==> src/rtl/core/cau_pkg.sv <==
// cau_pkg: shared types, codes and helper functions of the complex arithmetic unit
`default_nettype none

package cau_pkg;

   // field and datapath widths
   localparam int FW  = 32;           // operand and result field width
   localparam int RW  = 2 * FW;       // product / magnitude width
   localparam int RMW = RW + 1;       // divider remainder width
   localparam int NW  = RW + FW - 1;  // scaled numerator width, fraction up to 31 bits
   localparam int LW  = FW + 1;       // add / subtract / negate result width
   localparam int CW  = 3;            // opcode width
   localparam int SW  = 2;            // status width

   // queue between front and back
   localparam int QDEPTH = 4;
   localparam int QAW    = $clog2(QDEPTH);
   localparam int QCW    = $clog2(QDEPTH + 1);

   // opcodes
   localparam logic [CW-1:0] CMD_ADD  = 3'd0;
   localparam logic [CW-1:0] CMD_SUB  = 3'd1;
   localparam logic [CW-1:0] CMD_MUL  = 3'd2;
   localparam logic [CW-1:0] CMD_DIV  = 3'd3;
   localparam logic [CW-1:0] CMD_NEG  = 3'd4;
   localparam logic [CW-1:0] CMD_CONJ = 3'd5;

   // status codes
   localparam logic [SW-1:0] ST_OK  = 2'd0;
   localparam logic [SW-1:0] ST_SAT = 2'd1;
   localparam logic [SW-1:0] ST_DZ  = 2'd2;

   // decoded operation, one-hot, all zero for an unused opcode
   typedef struct packed {
      logic add;
      logic sub;
      logic mul;
      logic div;
      logic neg;
      logic conj;
   } op_type;

   // one queued request, operands already sign extended
   typedef struct packed {
      op_type            op;
      logic signed [FW-1:0] a_re;
      logic signed [FW-1:0] a_im;
      logic signed [FW-1:0] b_re;
      logic signed [FW-1:0] b_im;
   } item_type;

   // payload of one divider stage
   typedef struct packed {
      op_type          op;
      logic            dz;
      logic            re_ovf;
      logic            im_ovf;
      logic            re_neg;
      logic            im_neg;
      logic [RW-1:0]   re_mag;
      logic [RW-1:0]   im_mag;
      logic [RW-1:0]   k;
      logic [RMW-1:0]  re_rem;
      logic [RMW-1:0]  im_rem;
      logic [FW-1:0]   re_low;
      logic [FW-1:0]   im_low;
      logic [FW-1:0]   re_q;
      logic [FW-1:0]   im_q;
   } div_type;

   // saturated part plus its flag
   typedef struct packed {
      logic [FW-1:0] val;
      logic          flag;
   } sat_type;

   // one restoring division step on both parts
   function automatic div_type div_step(input div_type s);
      div_type        r;
      logic [RMW-1:0] tr;
      logic [RMW-1:0] ti;
      r  = s;
      tr = {s.re_rem[RMW-2:0], s.re_low[FW-1]};
      ti = {s.im_rem[RMW-2:0], s.im_low[FW-1]};
      if (tr >= RMW'(s.k)) begin
         r.re_rem = tr - RMW'(s.k);
         r.re_q   = {s.re_q[FW-2:0], 1'b1};
      end else begin
         r.re_rem = tr;
         r.re_q   = {s.re_q[FW-2:0], 1'b0};
      end
      if (ti >= RMW'(s.k)) begin
         r.im_rem = ti - RMW'(s.k);
         r.im_q   = {s.im_q[FW-2:0], 1'b1};
      end else begin
         r.im_rem = ti;
         r.im_q   = {s.im_q[FW-2:0], 1'b0};
      end
      r.re_low = s.re_low << 1;
      r.im_low = s.im_low << 1;
      return r;
   endfunction

   // clamp a sign and magnitude to the signed range given by its most negative magnitude
   function automatic sat_type sat_sm(input logic neg, input logic [RW-1:0] mag,
                                      input logic [RW-1:0] minmag);
      sat_type       r;
      logic [RW-1:0] m;
      m      = mag;
      r.flag = 1'b0;
      if (neg) begin
         if (mag > minmag) begin
            m      = minmag;
            r.flag = 1'b1;
         end
         r.val = FW'(~m + RW'(1));
      end else begin
         if (mag > minmag - RW'(1)) begin
            m      = minmag - RW'(1);
            r.flag = 1'b1;
         end
         r.val = FW'(m);
      end
      return r;
   endfunction

endpackage

`default_nettype wire

==> src/rtl/core/cau_front.sv <==
// cau_front: request intake, opcode decode, operand sign extension and request queue
`default_nettype none

module cau_front
   import cau_pkg::*;
#(
   parameter int DATA_WIDTH = 32
) (
   input  wire logic          clock,
   input  wire logic          reset,
   input  wire logic          req_tvalid,
   output logic               req_tready,
   input  wire logic [127:0]  req_tdata,   // a_re, a_im, b_re, b_im
   input  wire logic [CW-1:0] req_tuser,   // cmd
   output logic               item_valid,
   input  wire logic          item_pop,
   output item_type           item
);

   localparam int OPW = (DATA_WIDTH > FW) ? FW : ((DATA_WIDTH < 2) ? 2 : DATA_WIDTH);
   localparam int SH  = FW - OPW;

   item_type        entry_ff [QDEPTH];
   logic [QAW-1:0]  wr_ptr_ff, wr_ptr_in;
   logic [QAW-1:0]  rd_ptr_ff, rd_ptr_in;
   logic [QCW-1:0]  cnt_ff, cnt_in;
   item_type        new_item;
   logic            push;
   logic            pop;

   // sign extend a field from its low operand bits
   function automatic logic signed [FW-1:0] sext(input logic [FW-1:0] f);
      logic signed [FW-1:0] t;
      t = $signed(f << SH);
      return t >>> SH;
   endfunction

   // decode and operand preparation
   always_comb begin
      new_item.op = '0;
      case (req_tuser)
         CMD_ADD:  new_item.op.add  = 1'b1;
         CMD_SUB:  new_item.op.sub  = 1'b1;
         CMD_MUL:  new_item.op.mul  = 1'b1;
         CMD_DIV:  new_item.op.div  = 1'b1;
         CMD_NEG:  new_item.op.neg  = 1'b1;
         CMD_CONJ: new_item.op.conj = 1'b1;
         default:  new_item.op      = '0;
      endcase
      new_item.a_re = sext(req_tdata[31:0]);
      new_item.a_im = sext(req_tdata[63:32]);
      new_item.b_re = sext(req_tdata[95:64]);
      new_item.b_im = sext(req_tdata[127:96]);
   end

   // queue control
   assign req_tready = (cnt_ff != QCW'(QDEPTH));
   assign push       = req_tvalid && req_tready;
   assign item_valid = (cnt_ff != '0);
   assign pop        = item_pop && item_valid;
   assign item       = entry_ff[rd_ptr_ff];

   always_comb begin
      wr_ptr_in = push ? wr_ptr_ff + QAW'(1) : wr_ptr_ff;
      rd_ptr_in = pop ? rd_ptr_ff + QAW'(1) : rd_ptr_ff;
      cnt_in    = cnt_ff;
      if (push && !pop) begin
         cnt_in = cnt_ff + QCW'(1);
      end else if (pop && !push) begin
         cnt_in = cnt_ff - QCW'(1);
      end
   end

   always_ff @(posedge clock) begin
      if (reset) begin
         wr_ptr_ff <= '0;
         rd_ptr_ff <= '0;
         cnt_ff    <= '0;
      end else begin
         wr_ptr_ff <= wr_ptr_in;
         rd_ptr_ff <= rd_ptr_in;
         cnt_ff    <= cnt_in;
      end
   end

   // queue storage
   always_ff @(posedge clock) begin
      if (push) begin
         entry_ff[wr_ptr_ff] <= new_item;
      end
   end

   // queue fill never passes its depth
   a_cnt_bound: assert property (@(posedge clock) disable iff (reset)
      cnt_ff <= QCW'(QDEPTH))
      else $error("request queue overfilled");

   // fill count rises by one on a push without a pop
   a_cnt_track: assert property (@(posedge clock) disable iff (reset)
      (push && !pop) |=> (cnt_ff == $past(cnt_ff) + QCW'(1)))
      else $error("queue count lost a push");

   // requests are held off only by a full queue
   a_full_hold: assert property (@(posedge clock) disable iff (reset)
      !req_tready |-> (cnt_ff == QCW'(QDEPTH)))
      else $error("request held off with room in queue");

endmodule

`default_nettype wire

==> config.mk <==
export PLATFORM = sky130hd
export DESIGN_NAME = cau_front
export DESIGN_NICKNAME = d
export VERILOG_FILES = /design/src/rtl/core/cau_pkg.sv /design/src/rtl/core/cau_front.sv
export SDC_FILE = /design/constraint.sdc
export NUM_CORES = 1
export LEC_CHECK = 0
export BUFFER_PORTS_ARGS = -buffer_cell sky130_fd_sc_hd__buf_2
export CAP_MARGIN = 20
export CORE_ASPECT_RATIO = 1.4
export CORE_MARGIN = 2
export CORE_UTILIZATION = 45
export DETAILED_ROUTE_END_ITERATION = 8
export HOLD_SLACK_MARGIN = 0.08
export PLACE_DENSITY = 0.64
export SLEW_MARGIN = 20
export SYNTH_ARGS = -nofsm -noshare
export SYNTH_HDL_FRONTEND = slang
export SYNTH_SLANG_ARGS = --single-unit
==> constraint.sdc <==
create_clock -name clock -period 4.57 [get_ports clock]
set_input_delay 0.2285 -clock clock [delete_from_list [all_inputs] [get_ports clock]]
set_output_delay 0.2285 -clock clock [all_outputs]
set_load 0.05 [all_outputs]
==> results, run 1 <==
- The cell area that synthesis handed to floorplanning was between 15000 and 20000 µm².
- The final net count is 1335.
- The average footprint of a synthesized cell is around 26 µm².
- The first global-routing pass estimated approximately 59000 µm of wire.
- The first-pass iteration count of the detailed router is 5.
- By area the synthesized netlist is led by edfxtp_1 81%, mux4_2 15%, dfxtp_1 0.91%, buf_8 0.45%, buf_2 0.38%.
- The slew at the pin with the worst max-slew slack is a little under 1000 ps.
- For the final routed database, the setup TNS stands at 0 ps.
- The endpoint class of the critical path is an output port.
- The combined global-route utilization of all metal layers is 0.172.
- The worst max-slew margin expressed relative to the limit is 0.358.
- Relative to the synthesized area, the layout overhead comes to 24.9%.
- The critical path crosses 3 cells after its start point.
- The clock power share is 0.260.
- TritonCTS built the clock tree.
- For this design the ratio of total power to cell area is between 600 and 700 nW/µm².
- The count of endpoints failing setup in the final report is 0.
- The arrival time at the worst endpoint is between 2000 and 3000 ps.
- The final weighted congestion of routability-driven global placement is a little over 0.7.
- The hold path depth is 3.
- After clock tree synthesis, the clock-pin slew on the worst setup and hold paths is ~60 ps.
- The analysis attributes to cell leakage a power of ~0.0083 µW.
- The share of total power dissipated in sequential elements is 0.421.
- The post-synthesis compound-gate area fraction was 0.00189.
- The floorplan has 91 rows.
- The via density per instance is approximately 5.2.
- The largest fanout on the critical path is 42.
- The number of buffers inserted to repair setup after CTS is 0.
- Input and output buffers added on the ports amount to 270.
- The largest single stage delay on the critical path is ~960 ps.
- The clock passes through at most 3 buffers.
- The share of the yosys chip area belonging to registers is 0.820.
- For the worst-skew pair, the clock arrives at the later sink with an insertion delay of about 560 ps.
- The number of buffers and inverters on the critical path is 2.
- For this run, design rule violations remaining after detail routing come to 0.
- The number of sinks handled by clock tree synthesis is between 500 and 600.
- Counting distinct cell types in the post-synthesis netlist gives 26.
- The main combinational cell family by area after synthesis is multiplexers.
- The commonest non-fill, non-tap cell in the layout is edfxtp_1.
- The final number of max-transition violations is 0.
- The final clock skew is ~18 ps.
- The portion of synthesized area spent on multiplexers is 0.154.
- The largest vdd supply drop is roughly 440 µV.
- The maximum clock frequency is around 0.33 GHz.
- The hold violation count in the final report is 0.
- The final critical delay including setup and external delays is around 3000 ps.
- The library cells used most frequently in the layout, excluding fill and tap cells, are 536 x edfxtp_1, 270 x buf_2, 135 x dlygate4sd3_1.
- The worst setup path is launched from a flop.
- The flow ran to the end, and the final reports show no timing, DRC or antenna violations.
- Of the total synthesized cell area, the portion taken by XOR and XNOR cells is 0.00177.
- The synthesized-area fraction occupied by adder cells is 0.00416.
- The post-route fraction of the period consumed by the critical path is 0.656.
- The final HPWL from detailed placement is between 20000 and 25000 µm.
- Measured along the y axis, the die boundary spans between 200 and 300 µm.
- In this run, CTS created clock tree buffers numbering 50.
- The total routed wirelength is 39200 µm.
- The simple-gate portion of the synthesized area is 0.00650.
- The number of antenna violations at the first check in global routing was 4.
- The number of cells traversed by the worst register-to-register path is 4.
- The largest net degree at the start of global routing is 68.
- The design draws about 15000 µW.
- The die outline width is about 180 µm.
- In the final layout, the share of cells above drive strength 1 is 0.402.
- The full die area is between 40000 and 50000 µm².
- The number of nets handed over by synthesis was between 800 and 900.
- The logic gate share of total power is 0.318.
- The slowest stage of the critical path is the dfxtp_4 cell.
- The switching power is 5230 µW.
- The number of max-cap violations is 0.
- The path type of the worst setup path is reg2out.
- Walking the worst path, the cells encountered are buf_4 > mux4_2 > buf_2.
- The region available for standard cell placement spans approximately 44000 µm².
- STA puts the critical path data required time at 4340 ps.
- The H-tree was split into 2 levels.
- The average wire per standard cell is 21.9 µm.
- The tree is rooted in a clkbuf_16.
- The total internal power is roughly 9800 µW.
- The post-synthesis cell count is around 750.
- The Yosys step of the flow raised 0 warnings.
- The number of primary I/O pins is around 270.
- The dominant delay contributor by cell family on the critical path is flip-flops.
- Of the total power, the share spent switching nets is 0.348.
- The synthesized design contains about 550 register bits.
- Setup repair after global routing left no endpoint under its margin.
- The number of vias after detailed routing is 9324.
- In this run the remaining antenna-violating nets after routing total 0.
- The kind of path behind the tightest hold check is in2reg.
- The total global routing overflow is 0.
- For this configuration, the core starts out at a cell density of 0.453.
- The DRC violation total after the first TritonRoute iteration is 640.
- edfxtp_1 takes more of the synthesized area than any other cell.
- Of the post-synthesis cell area, the dominant cell type holds 0.811.
- The number of global-route vias before repair came to 10.3k.
==> what timing repair did <==
item,4_1_cts,5_1_grt
resized for setup,0,0
hold endpoints to repair,535,0
hold buffers,135,0
==> final cells by class <==
| type | instances | area [µm²] |
|---|---|---|
| flip-flops and latches | 545 | 16300 |
| diodes | 1 | 2.50 |
| well taps | 558 | 698 |
| clock inverters | 29 | 221 |
| inverters | 3 | 11.3 |
| repair buffers | 419 | 2900 |
| clock buffers | 61 | 1310 |
| multi-input cells | 175 | 3340 |
| fillers | 3251 | 19100 |
==> cell families after synthesis <==
logic type,count (synthesis)
mux,137
flops,545
fa+ha+maj,6
xor+xnor,4
simple gates,23
buf+inv,34
compound gates,5
==> worst paths after layout <==
| kind | from | to | slack [ps] |
|---|---|---|---|
| max | flop | item[46] | 1570 |
| min | req_tvalid | wr_ptr_ff[1] | 170 |
| max reg2reg | cnt_ff[0] | entry_ff[3][100] | 2030 |
| min reg2reg | wr_ptr_ff[1] | wr_ptr_ff[1] | 530 |
==> through the flow <==
step,hold slack (ps),setup WS (ps),utilization,area [µm²],cells
finish,167,1570,0.565,24800,1791
global route,178,1340,0.565,24800,1791
CTS,138,1440,0.565,24800,1790
detailed placement,442,2020,0.499,21900,1565
global placement,440,2040,0.499,21900,1565
floorplan,327,180,-,19800,754
==> per-layer routing <==
layer,track usage,vias to the layer above,part of all wire
met5,0,-,0.00087
met1,0.200,4851,0.38
li1,-,4138,-
met4,0.0585,6,0.029
met2,0.315,254,0.54
met3,0.0378,75,0.052
==> synthesized netlist by cell type, drive strengths merged <==
| library cell | number |
|---|---|
| fa | 1 |
| mux2i | 2 |
| nor3 | 1 |
| a21oi | 1 |
| nor2 | 8 |
| a21boi | 1 |
| mux2 | 1 |
| edfxtp | 536 |
| ha | 5 |
| inv | 3 |
| buf | 23 |
| clkbuf | 8 |
| o311ai | 1 |
| and2 | 4 |
| nand2 | 1 |
| dfxtp | 9 |
| o31ai | 1 |
| and3b | 2 |
| mux4 | 134 |
| xor2 | 4 |
| nor3b | 3 |
| or3 | 2 |
| o21ai | 1 |
| nand2b | 2 |
==> sequential cells by signal (all words and copies together), names as in the netlist, named ones only <==
signal,count
rd_ptr_ff,2
entry_ff,536
cnt_ff,3
wr_ptr_ff,2
==> worst register-to-register path, cell delays in order, from the launching register on <==
cell	delay, ps
dfxtp_1	450
nor2_1	100
a21boi_2	350
and2_4	800
buf_12	390
==> power by group through the flow <==
stage          combinational (µW)  sequential, µW  clock [µW]
4_1_cts                      4870            6350        4010
3_5_place_dp                 4750            6450           0
5_1_grt                      5000            6390        4190
2_1_floorplan                3820            6310           0
3_3_place_gp                 4750            6420           0
6_report                     4780            6330        3910
Power figures use the tool's default switching activity.
==> run 2: changes to the inputs <==
Settings changed: PLACE_DENSITY 0.64 to 0.62.
Clock period 4.57 ns to 2.79 ns, I/O delays scaled along.
==> run 2 against run 1 <==
Compared with the run above: count of clock-buffer cells in the layout grew 2; global-route usage is 0.43 points lower; flip-flop and latch count unchanged; register-to-register slack got worse by 1500 ps; sequential power is 61% higher; die area unchanged.
==> results, run 2 (synthesis results as in run 1) <==
- The run finished with clean final reports.
- The largest fanout on the critical path is 38.
- The final number of max-transition violations came to 0.
- The dominant delay contributor by cell family on the critical path is flip-flops.
- In this run, the number of DRC markers left after iteration 0 of detailed routing was 515.
- The wire length on met1 is ~15000 µm.
- The element type at the critical path start is a flop.
- Timing would allow up to around 0.40 GHz.
- The fraction of layout cells with a size suffix above 1 is 0.410.
- The number of antenna violations at the first check in global routing came to 4.
- Setup violations remaining at the end of the flow were counted as 0.
- The final layout contains routed wiring with a total length of 37900 µm.
- The clock reaches the later pin of the worst-skew pair after 560 ps.
- The post-route fraction of the period consumed by the critical path is 0.887.
- The number of max-cap violations is 0.
- The filler cells instantiated in the layout total between 3k and 4k.
- The largest net degree at the start of global routing is 48.
- The quantity of I/O buffers inserted on ports is between 200 and 300.
- The routed length on met2 is 19800 µm.
- After detailed routing, the number of remaining DRC violations is 0.
- The final net count is 1350.
- Counting every sink on the clock net gives roughly 550.
- The hold violation count in the final report was 0.
- The die height is about 250 µm.
- The largest registers in the layout are entry_ff x536, cnt_ff x3.
- The wire length on met3 is ~2200 µm.
- The area of the multi-input gates is roughly 3300 µm².
- The final weighted congestion of routability-driven global placement is approximately 0.74.
- Registers take ~16000 µm².
- The clock arrives with between 10 and 15 ps of skew.
- The signal on the critical path passes through buf_12 > mux4_2 > buf_2.
- The largest individual stage delay along the critical path comes from the cell dfxtp_4.
- The commonest non-fill, non-tap cell in the layout is edfxtp_1.
- The delay contributed by the slowest stage of the critical path is approximately 600 ps.
- No sink is reached through more buffers than the 3 on the longest clock path.
- The global-route wire length before repair is 58600 µm.
- The count of nets left with antenna violations after detail routing is 0.
- The largest vdd supply drop is roughly 750 µV.
- The launch point of the worst reg-to-reg path is cnt_ff[0].
- In this run the most critical hold path is launched from req_tdata[107].
- The hold-critical path endpoint is entry_ff[0][11].
- After clock tree synthesis, the clock-pin slew on the worst setup and hold paths is approximately 60 ps.
- The endpoint class of the critical path is an output port.
- The number of global-route vias before repair was roughly 10k.
- The hold path depth is 2.
- The worst max-slew margin expressed relative to the limit is 0.660.
- The number of buffers inserted during clock tree synthesis is 51.
- The top cell types in the final layout, fill and taps aside, are 536 x edfxtp_1, 270 x buf_2, 136 x dlygate4sd3_1.
- In the global route stage, overall resource usage came out at 0.168.
- The final HPWL from detailed placement is around 23000 µm.
- The synthesis-to-layout area growth is 27.0%.
- Setup repair after global routing left no endpoint under its margin.
- The average wire per standard cell is roughly 21 µm.
- The worst setup path is of the reg2out kind.
- The initial utilization of the core area, before any placement, comes to 0.453.
- The slew at the pin with the worst max-slew slack is 510 ps.
- The number of cells traversed by the worst register-to-register path is 8.
- For this run, the share of the core covered by cells in the final layout is 0.575.
- The overall power consumption is about 25000 µW.
- The first-pass iteration count of the detailed router is 4.
- Detailed routing inserted a total of around 9.4k vias.
- The number of levels the H-tree was split into is 2.
- The register with the most flip-flops in the layout has ~540 of them.
- The full die area is 45800 µm².
- Once the clock tree was built, the resizer swapped 0 gates to a different size.
- Measured along the x axis, the die boundary spans between 150 and 200 µm.
- For the worst setup path, the data required time is 2650 ps.
- Counting both buffers and inverters, the worst setup path holds a total of 2.
- The number of primary I/O pins is roughly 270.
- The total global routing overflow is 0.
- The clock tree from TritonCTS is yes.
- Counting flops per register, the top entry is entry_ff.
- The area of the core region is around 44000 µm².
- The final critical delay including setup and external delays is 2470 ps.
- The arrival time at the worst endpoint is ~2300 ps.
- The number of placement rows is between 90 and 100.
- The worst register-to-register path ends at cnt_ff[2].
- For this design the ratio of total power to cell area is between 1000 and 1500 nW/µm².
- The setup slack on the worst flop-to-flop path is roughly 530 ps.
- The kind of path behind the tightest hold check is in2reg.
- The via density per instance is ~5.2.
- The leakage power of the design is roughly 0.0085 µW.
- In this run the clock root is driven by a clkbuf_16.
- Signal routing reaches up to met5.
-- run 2: changes by cell type in the layout (fill, tap and decap cells not counted), sizes merged --
cell and delta:
clkinv -9, dlygate4sd3 +1, buf +13, bufinv +6
inv -1, clkbuf +2, diode +1, clkinvlp +2
-- run 2: timing repair --
action / CTS / global route
endpoints found under the hold margin: 545 / 0
setup buffers: 0 / 0
hold buffers: 136 / 0
-- run 2: through the flow --
step	worst slack, ps	cells	TNS, ps	hold slack (ps)	cell area, µm²
after global routing	157	1806	0	310	25200
after CTS	224	1804	0	292	25200
after detailed placement	556	1578	0	353	22100
final	315	1806	0	323	25200
after global placement	606	1578	0	350	22100
after floorplan	-113	754	-60490	238	19800
-- run 2: how the worst max path moves through the flow --
stage / startpoint / to / slack, ps / depth (start not counted)
final: flop / item[102] / 320 / 3
after global routing: flop / item[102] / 160 / 3
after CTS: flop / item[25] / 220 / 3
after detailed placement: cnt_ff[0] / cnt_ff[2] / 560 / 8
after global placement: cnt_ff[0] / cnt_ff[2] / 610 / 8
after floorplan: cnt_ff[0] / entry_ff[0][0] / -110 / 3
-- run 2: area by class of cell --
class	count	share of cell area
Multi-Input combinational cell	175	0.133
Clock inverter	27	0.0143
Clock buffer	63	0.0541
Sequential cell	545	0.646
Antenna cell	2	0.000199
Timing Repair Buffer	433	0.124
Inverter	3	0.000447
Tap cell	558	0.0277
-- run 2: per-layer routing --
| layer | global-route usage | vias up |
|---|---|---|
| met5 | 0 | - |
| met4 | 0.0562 | 4 |
| met3 | 0.0411 | 58 |
| met2 | 0.297 | 248 |
| met1 | 0.203 | 4882 |
| li1 | - | 4178 |
-- run 2: power by group --
part           switching [µW]  internal [µW]  leakage, µW
Combinational            5470           2570      0.00269
Sequential                292           9930      0.00499
Clock                    2830           4280     0.000836
==> run 3: changes to the inputs <==
Settings changed: CORE_MARGIN 2 to unset, MAX_ROUTING_LAYER set to met4.
==> run 3 against run 2 <==
Compared with the run above: the flow now finishes with violations (design-rule violations); combinational power is 1% higher; register-to-register slack improved by 60 ps; total power fell by 1.8%; clock power down 7.9%; critical path depth is 1 higher; critical endpoint is now item[3].
==> results, run 3 (synthesis results as in run 1) <==
- The number of buffers inserted to repair setup after CTS is 0.
- For this run, the detailed router's first-pass iteration total came to 6.
- The placement-stage cell area is roughly 22000 µm².
- The worst min-delay path startpoint is req_tdata[72].
- The synthesis-to-layout area growth is 26.3%.
- In the finished design, the share of the clock period the worst path needs comes to 0.905.
- In this run the worst setup path terminates at item[3].
- The commonest non-fill, non-tap cell in the layout is edfxtp_1.
- roughly 270 I/O pins were placed.
- The final clock skew is approximately 14 ps.
- Max-cap violations in this run came to 0.
- For the worst setup path, the data arrival time is around 2400 ps.
- In this run the critical register-to-register path is captured at cnt_ff[2].
- The element type at the critical path start is a flop.
- The post-route worst hold slack is 326 ps.
- The setup path with the least slack is of type reg2out.
- The largest fanout on the critical path is 18.
- The fraction of layout cells with a size suffix above 1 is 0.409.
- The setup slack on the worst flop-to-flop path is just under 600 ps.
- For this configuration, the core starts out at a cell density of 0.459.
- The final design instance area without fill is roughly 25000 µm².
- The checks that failed: design-rule violations.
- The detail route stage leaves a number of antenna-violating nets equal to 0.
- The worst pin sits at a relative slew slack of 0.602.
- The required arrival time at the worst endpoint is between 2000 and 3000 ps.
- For this block, the initial DRC count from the detailed router was about 570.
- The kind of path behind the tightest hold check is in2reg.
- The number of vias after detailed routing is between 9k and 10k.
- The final critical delay including setup and external delays is ~2500 ps.
- At the end of routability-driven placement, the weighted congestion stood at approximately 0.70.
- The clock tree buffer depth is 3.
- The overall power consumption is between 20000 and 25000 µW.
- The number of antenna violations at the first check in global routing came to 2.
- The hold violation count in the final report came to 0.
- In the final layout, the registers with the most flip-flops are entry_ff x536, cnt_ff x3.
- TritonCTS built the clock tree.
- The final number of max-transition violations is 0.
- After detailed routing, the total wire length is between 30000 and 40000 µm.
- The global-route wire length before repair is 57300 µm.
- Post-CTS repair changed the size of 0 cells.
- The number of standard cells in the final layout excluding fillers is about 1.8k.
- After detailed routing, the average wire length per cell comes to around 21 µm.
- The number of placement rows is 90.
- The number of levels the H-tree was split into is 2.
- The count of buffers added on input and output ports is 270.
- Detailed placement finished with a half-perimeter wire length of ~23000 µm.
- The run finished, with violations left.
- For this design the ratio of total power to cell area is 994 nW/µm².
- The floorplan step defined a die boundary enclosing between 40000 and 50000 µm².
- The register with the most flip-flops in the layout has between 500 and 600 of them.
- CTS placed an instance of clkbuf_16 at the clock tree root.
- The largest register by flop count is entry_ff.
- The die height is 250 µm.
- Buffers inserted during clock tree synthesis total 50.
- The core region is 43200 µm².
- Setup repair after global routing left no endpoint under its margin.
- Summed over all cells, the static leakage comes to around 0.0085 µW.
- The cell count after placement is ~1.6k.
- The largest vdd supply drop is approximately 690 µV.
- At the pin with the least slew margin, the transition time is 598 ps.
- Measured in cells, the most critical reg-to-reg path has a length of 8.
- Static timing analysis puts the maximum clock frequency at 0.396 GHz.
- Setup violations remaining at the end of the flow were counted as 0.
- Summed over all layers, the global routing overflow is 0.
- The die outline width is ~180 µm.
- The number of sinks handled by clock tree synthesis is between 500 and 600.
- The later pin in the worst-skew pair is clocked with a latency of 560 ps.
- The number of global-route vias before repair is 10.1k.
- The net count of the finished layout is 1350.
- The count of fill cells added during filler insertion is between 3k and 4k.
- The combined global-route utilization of all metal layers is 0.174.
- The DRC violation count after routing is 30.
- The launch point of the worst reg-to-reg path is cnt_ff[0].
- The endpoint class of the critical path is an output port.
- Clock-pin slew was measured on the worst setup and hold paths at ~60 ps.
- Dividing the detail-routed via count by the number of cells gives slightly above 5.
- The cts-stage hold buffer count is ~140.
- In the layout the commonest cells are 536 x edfxtp_1, 270 x buf_2, 135 x dlygate4sd3_1.
- The largest net degree at the start of global routing is 90.
==> run 3: cell types whose count changed in the layout (fill, tap and decap cells not counted) <==
cell	previous run	this run
buf_4	10	11
bufinv_16	9	3
clkinv_1	8	10
clkinv_2	7	10
clkbuf_1	10	12
inv_6	0	1
buf_12	17	18
dlygate4sd3_1	136	135
==> run 3: how the worst min path moves through the flow <==
stage | to | slack [ps] | cells past startpoint
global route | entry_ff[2][42] | 300 | 2
global placement | entry_ff[0][71] | 350 | 1
finish | entry_ff[0][40] | 330 | 2
CTS | entry_ff[0][40] | 290 | 2
floorplan | entry_ff[0][0] | 240 | 0
detailed placement | entry_ff[3][71] | 360 | 1
==> run 3: layout make-up <==
cell class / count / area, µm² / share of cell area
diodes: 2 / 5.00 / 0.000200
clock buffers: 65 / 1370 / 0.0547
clock inverters: 27 / 210 / 0.00839
inverters: 3 / 11.3 / 0.000449
multi-input cells: 175 / 3340 / 0.133
flip-flops and latches: 545 / 16300 / 0.650
well taps: 552 / 691 / 0.0276
repair buffers: 434 / 3150 / 0.126
==> run 3: worst max-delay path: stages (launching register included) <==
cell and delay (ps):
dfxtp_4 600, buf_12 220, buf_12 210, mux4_2 550, buf_2 230
==> run 3: through the flow <==
| stage | setup WS [ps] | utilization | TNS [ps] |
|---|---|---|---|
| after CTS | 183 | 0.579 | 0 |
| after global placement | 618 | 0.512 | 0 |
| after floorplan | -113 | - | -60490 |
| final | 265 | 0.580 | 0 |
| after global routing | 105 | 0.580 | 0 |
| after detailed placement | 578 | 0.512 | 0 |
==> run 3: routing by layer <==
layer	up-vias	GRT usage	share of wire	wire length (µm)
met4	0	0.0505	0.017	632
li1	4181	-	-	-
met5	-	-	0	0
met3	51	0.0411	0.065	2450
met2	244	0.304	0.53	19900
met1	4851	0.199	0.39	14600
==> run 3: where the power goes <==
group	switching (µW)	leakage, µW	internal, µW
Sequential	289	0.00499	9930
Combinational	5490	0.00270	2640
Clock	2810	0.000773	3740
